$ cat src/rtl/fbm_value_noise_height_core_assert.svh
// assertion macros shared by the height core and its divider
// depends on clk and arst_n being visible in the using module
`ifndef FBM_VALUE_NOISE_HEIGHT_CORE_ASSERT_SVH
`define FBM_VALUE_NOISE_HEIGHT_CORE_ASSERT_SVH
`ifndef SYNTHESIS
// same-cycle implication
`define FBMVN_ASSERT_IMPLY(lbl, ante, cons) \
	lbl: assert property (@(posedge clk) disable iff (!arst_n) (ante) |-> (cons)) \
		else $error("fbmvn assertion failed");
// implication after a fixed number of cycles
`define FBMVN_ASSERT_DELAY(lbl, ante, dly, cons) \
	lbl: assert property (@(posedge clk) disable iff (!arst_n) (ante) |-> ##dly (cons)) \
		else $error("fbmvn assertion failed");
`else
`define FBMVN_ASSERT_IMPLY(lbl, ante, cons)
`define FBMVN_ASSERT_DELAY(lbl, ante, dly, cons)
`endif
`endif

$ cat src/rtl/fbmvn_div.sv
// pipelined restoring divider, one quotient bit per stage, sideband carried along
// uses fbm_value_noise_height_core_assert.svh
`default_nettype none
`include "fbm_value_noise_height_core_assert.svh"
module fbmvn_div #(
	parameter int NW = 34,
	parameter int DW = 17,
	parameter int QW = 16,
	parameter int SW = 16
) (
	input  logic          clk,
	input  logic          arst_n,
	input  logic          in_vld,
	input  logic [NW-1:0] in_num,
	input  logic [DW-1:0] in_den,
	input  logic [SW-1:0] in_side,
	output logic          out_vld,
	output logic [QW-1:0] out_quo,
	output logic [SW-1:0] out_side
);
	localparam int CW = NW + DW + QW;

	logic          vld_s  [QW];
	logic [NW-1:0] rem_s  [QW];
	logic [DW-1:0] den_s  [QW];
	logic [QW-1:0] quo_s  [QW];
	logic [SW-1:0] side_s [QW];

	for (genvar gi = 0; gi < QW; gi++) begin : g_st
		localparam int B = QW - 1 - gi;
		logic          vld_in;
		logic [NW-1:0] rem_in;
		logic [DW-1:0] den_in;
		logic [QW-1:0] quo_in;
		logic [SW-1:0] side_in;
		logic [CW-1:0] trial;
		logic [CW-1:0] remx;
		logic          ge;
		logic [QW-1:0] quo_nx;

		if (gi == 0) begin : g_first
			assign vld_in  = in_vld;
			assign rem_in  = in_num;
			assign den_in  = in_den;
			assign quo_in  = '0;
			assign side_in = in_side;
		end else begin : g_next
			assign vld_in  = vld_s[gi-1];
			assign rem_in  = rem_s[gi-1];
			assign den_in  = den_s[gi-1];
			assign quo_in  = quo_s[gi-1];
			assign side_in = side_s[gi-1];
		end

		assign trial = CW'(den_in) << B;
		assign remx  = CW'(rem_in);
		assign ge    = remx >= trial;

		always_comb begin
			quo_nx = quo_in;
			quo_nx[B] = ge;
		end

		always_ff @(posedge clk or negedge arst_n) begin
			if (!arst_n) begin
				vld_s[gi] <= 1'b0;
			end else begin
				vld_s[gi] <= vld_in;
			end
		end

		always_ff @(posedge clk) begin
			rem_s[gi]  <= ge ? NW'(remx - trial) : rem_in;
			den_s[gi]  <= den_in;
			quo_s[gi]  <= quo_nx;
			side_s[gi] <= side_in;
		end
	end

	assign out_vld  = vld_s[QW-1];
	assign out_quo  = quo_s[QW-1];
	assign out_side = side_s[QW-1];

	`FBMVN_ASSERT_DELAY(a_div_latency, in_vld, QW, out_vld)
	`FBMVN_ASSERT_IMPLY(a_div_nonzero, in_vld, in_den != '0)
	`FBMVN_ASSERT_IMPLY(a_div_fits, in_vld, CW'(in_num) < (CW'(in_den) << QW))
endmodule
`default_nettype wire

$ cat config.mk
export PLATFORM = sky130hd
export DESIGN_NAME = fbmvn_div
export DESIGN_NICKNAME = d
export VERILOG_FILES = /design/src/rtl/fbmvn_div.sv
export VERILOG_INCLUDE_DIRS = /design/src /design/src/rtl
export SDC_FILE = /design/constraint.sdc
export NUM_CORES = 2
export LEC_CHECK = 0
export BUFFER_PORTS_ARGS = -buffer_cell sky130_fd_sc_hd__buf_2
export CAP_MARGIN = 20
export CORE_MARGIN = 4
export CORE_UTILIZATION = 45
export DETAILED_ROUTE_END_ITERATION = 7
export SYNTH_ARGS = -nofsm -noshare
export SYNTH_HDL_FRONTEND = slang
export SYNTH_SLANG_ARGS = --single-unit
$ cat constraint.sdc
create_clock -name clk -period 7.1 [get_ports clk]
set_input_delay 0.355 -clock clk [delete_from_list [all_inputs] [get_ports clk]]
set_output_delay 0.355 -clock clk [all_outputs]
set_load 0.01 [all_outputs]
==> Word-level counts from Yosys, hierarchy flattened <==
Memories as Yosys holds them, arrays and structs flattened.
Cells that the tools add are included.
{ "totals": {"wordCells": 68, "memories": 4, "mem_bits_rw": 1328, "inputBits": 70, "output_inout_bits": 33, "ff_bits": 16} }
{ "mem_list": {"columns": ["name", "depth", "width", "read_ports", "rd_clocked_by_memory_dff", "wr", "line_no", "rtl"], "rows": [
  ["rem_s", 16, 34, 15, 0, 16, "fbmvn_div.sv:24", "logic [NW-1:0] rem_s [QW];"],
  ["den_s", 16, 17, 15, 0, 16, "fbmvn_div.sv:25", "logic [DW-1:0] den_s [QW];"],
  ["quo_s", 16, 16, 16, 0, 16, "fbmvn_div.sv:26", "logic [QW-1:0] quo_s [QW];"],
  ["side_s", 16, 16, 16, 0, 16, "fbmvn_div.sv:27", "logic [SW-1:0] side_s [QW];"]
]} }
{ "op_classes": {"mux": 16, "magnitude_cmp": 16, "add_sub_neg": 16} }
{ "ops": {"columns": ["op", "n"], "rows": [
  ["$mux W34", 16],
  ["$ge A34 B17 Y1", 1],
  ["$ge A34 B18 Y1", 1],
  ["$ge A34 B19 Y1", 1],
  ["$ge A34 B20 Y1", 1],
  ["$ge A34 B21 Y1", 1],
  ["$ge A34 B22 Y1", 1],
  ["$ge A34 B23 Y1", 1],
  ["$ge A34 B24 Y1", 1],
  ["$ge A34 B25 Y1", 1],
  ["$ge A34 B26 Y1", 1],
  ["$ge A34 B27 Y1", 1],
  ["$ge A34 B28 Y1", 1],
  ["$ge A34 B29 Y1", 1],
  ["$ge A34 B30 Y1", 1],
  ["$ge A34 B31 Y1", 1],
  ["$ge A34 B32 Y1", 1],
  ["$sub A34 B17 Y34", 1],
  ["$sub A34 B18 Y34", 1],
  ["$sub A34 B19 Y34", 1],
  ["$sub A34 B20 Y34", 1],
  ["$sub A34 B21 Y34", 1],
  ["$sub A34 B22 Y34", 1],
  ["$sub A34 B23 Y34", 1],
  ["other kinds (9)", 9]
]} }

==> Depth between registers and ports, before layout <==
An unclocked memory read counts as a cell.
{ "depth": {"depth_word": 3, "mapped_depth": 13, "depth_no_buf": 12} }

==> Least setup slack after synthesis <==
Ideal clock, no wire load.
{ "synth_path": {"path_kind": "flip-flop to flip-flop", "startpoint": "memory rem_s[12][2]", "endpoint": "memory rem_s[13][30]", "path_stages_with_launch": 13, "t_required_ps": 6982, "period_less_slack_ps": 2789, "setup_slack_ps": 4311, "n_path_buf": 0, "setup_ps": 118, "t_arrival_ps": 2671, "path_cell_list": "dfxtp_1 -> inv_1 -> ha_1 -> inv_1 -> fa_1 -> a211oi_1 -> o21ai_0 -> a2111o_1 -> a21oi_1 -> o31ai_1 -> nor3_1 -> nand3_1 -> xnor2_1"} }
{ "synth_rtl": {"columns": ["item", "line_no"], "rows": [
  ["start: declaration", "fbmvn_div.sv:24"]
]} }

==> flow_summary.toml <==
[place]
gp_congestion = 0.917
place_area_um2 = 44800
hpwl_um = 64900
io_buffers = 102
post-place-cells = 5488
preCtsSetupSlack_ns = 3.43

[global_route]
grt_usage_pct = 17.1
antenna_found_initial = 0
grt_pass1_vias = 29000
grt_first_pass_wirelength_um = 139000
grt-ovfl-total = 0
grt_max_degree = 37

[floorplanning]
die_h_um = 317
initial_core_util_pct = 45.2
core_um2 = 94900
dieArea_um2 = 100000
rows = 113
die_width_um = 317
io_pins = 103

[timing]
slew_viol_final = 0
max_freq_ghz = 0.263
layout_setup_ws_ns = 3.29
setup_viol = 0
rsz0062_at_grt = "no"
tns_ns = 0
hold_violations = 0
holdWs_ns = 0.100
period_share_pct = 53.7
fin_crit_ns = 3.81
relSlewSlack_pct = 29.1
skew_ns = 0.0433
tightest_slew_ns = 1.05

[synthesis]
synth_flop_cell = "dfxtp_1"
yosysWarnings = 0
ys_seq_elements = 1173
synth_fp_nets = 4538
synthArstFlopShare_pct = 1.36
synth_area_leaders = "dfxtp_1 54%, ha_1 7.9%, o21ai_0 3.4%"
syn-cell-area_um2 = 42900
synth-edff-count = 0
yosysTopAreaCellShare_pct = 54.0
synth.most_common_cell = "dfxtp_1"
ys_types = 88
synth_seq_area_share_pct = 54.9
yosys-top-cells-count = "1,157 x dfxtp_1, 349 x inv_1, 313 x nand2_1"
syn_area_per_cell_um2 = 10.3
yosysTopAreaCell = "dfxtp_1"
synth_cells = 4181

[cts]
clock_path_buffers = 3
numCtsBuffers = 115
htreeDepth = 3
clock_tree.root_cell = "clkbuf_16"
clk_latency_ns = 0.71
clk_pin_slew_ns = 0.06
clkSinkCount = 1173
cts_tree = "yes"

[job]
drv_cap = 0

[power]
pwr-share-comb_pct = 32.3
switching_power_mw = 7.36
clkPwrFrac_pct = 27.5
power_mw = 22.3
seqPwrFrac_pct = 40.2
netSwitchingFraction_pct = 33.0
p_int_mw = 15.0
p_per_area_nw_per_um2 = 451
leakagePower_nw = 21.6
vdd_drop_max_mv = 0.231

[setup_path]
r2r_slack_ns = 3.29
startpoint_type = "flop"
endpoint_kind = "flop"
endpoint = "rem_s[9][29]$_DFF_P_"
worstSetupPathType = "reg -> reg"
cp.required_ns = 7.66
reg2reg_to = "rem_s[9][29]$_DFF_P_"
critPathLaunch = "den_s[8][4]$_DFF_P_"
arrival_ns = 4.37
r2r_cells = 10
r2r-start = "den_s[8][4]$_DFF_P_"
critPathMaxFanout = 6

[routing]
met3_length_um = 2890
routed.top_layer = "met4"
post-route-drc-count = 0
dr_total_vias = 28600
firstDrtPassIters = 5
antenna_left = 0
drt_wl_total_um = 85700
wl_met1_um = 32200
wl_met2_um = 46100
detail_route.iter0.violations = 1145
post_drt_via_cell_ratio = 4.96
wl_per_cell_um = 14.9

[cells_and_area]
final_cell_area_um2 = 49500
layout.cells.non_filler = 5757
antenna_cells = 0
post-route-util_pct = 52.1
nets = 4766
drive_gt1_share_pct = 8.50
syn2layout_area_growth_pct = 15.2

[run_status]
status = "complete, no violations"

[hold_path]
hold_path.class = "in -> async"
-- cells in the final DEF, fill, tap and decap left out, types with 41 or more instances in the layout --
| master | count |
|---|---|
| nor3_1 | 72 |
| ha_1 | 272 |
| inv_1 | 349 |
| o21a_1 | 44 |
| buf_2 | 102 |
| xor2_1 | 165 |
| nand2b_1 | 52 |
| clkbuf_16 | 116 |
| a21oi_1 | 220 |
| or3_1 | 41 |
| dfxtp_1 | 1157 |
| nand3_1 | 61 |
| o21ai_0 | 293 |
| xnor2_1 | 147 |
| a21o_1 | 92 |
| dlygate4sd3_1 | 69 |
| nor4_1 | 67 |
| nand2_1 | 313 |
| nor2_1 | 220 |
| mux2_2 | 46 |
-- power by group through the flow --
stage | logic (mW) | clock network, mW | registers, mW
2_1_floorplan | 5.72 | 0 | 8.79
3_3_place_gp | 7.11 | 0 | 9.10
3_5_place_dp | 7.17 | 0 | 9.11
4_1_cts | 7.23 | 6.34 | 8.98
5_1_grt | 8.12 | 6.62 | 9.14
6_report | 7.21 | 6.14 | 8.97
-- worst min path at each step --
stage | cells after the start | slack, ns | start | to
floorplan | 0 | 0.06 | arst_n | g_st[10].vld_in$_DFF_PN0_
global placement | 1 | 0.27 | arst_n | out_vld$_DFF_PN0_
global route | 2 | 0.09 | arst_n | g_st[14].vld_in$_DFF_PN0_
finish | 2 | 0.10 | arst_n | g_st[12].vld_in$_DFF_PN0_
detailed placement | 1 | 0.28 | arst_n | out_vld$_DFF_PN0_
CTS | 2 | 0.03 | arst_n | g_st[14].vld_in$_DFF_PN0_
-- routing by layer --
layer  GRT usage (%)  up-vias
met2            34.0      496
met5               0        -
met3            2.71      241
li1                -    14900
met1            16.4    13000
met4            9.53        0
-- registers in the layout, indices dropped and copies added, names as in the netlist --
name	flops
g_st.vld_in	15
den_s	255
rem_s	510
quo_s	136
side_s	256
out_vld	1
-- critical path, cell delays in order (launching register included) --
cell and delay, ns:
dfxtp_1 0.36, inv_1 0.06, ha_1 0.35, nand4_1 0.17
or4_1 0.48, nor4_1 0.73, a21boi_0 0.20, a21o_1 0.27
a221oi_1 0.68, nand4_1 0.20, xnor2_1 0.17
-- cell families after synthesis --
group           count (synthesis)  share of synthesized area, %
compound gates                893                          12.9
buf+inv                       421                          3.73
fa+ha+maj                     287                          8.63
simple gates                 1043                          12.1
mux                            52                          1.35
flops                        1173                          54.9
xor+xnor                      312                          6.37
-- what timing repair did --
action | CTS | global route
endpoints found under the hold margin | 84 | 0
resized for setup | 0 | 0
buffers inserted | 0 | 0
hold buffers | 69 | 0
-- final cells by class --
type,count,area (um2)
Clock buffer,162,3290
Fill cell,8478,45400
Tap cell,1265,1580
Sequential cell,1173,23600
Clock inverter,38,642
Multi-Input combinational cell,2587,17800
Inverter,352,1320
Timing Repair Buffer,180,1270
Power figures use the tool's default switching activity.
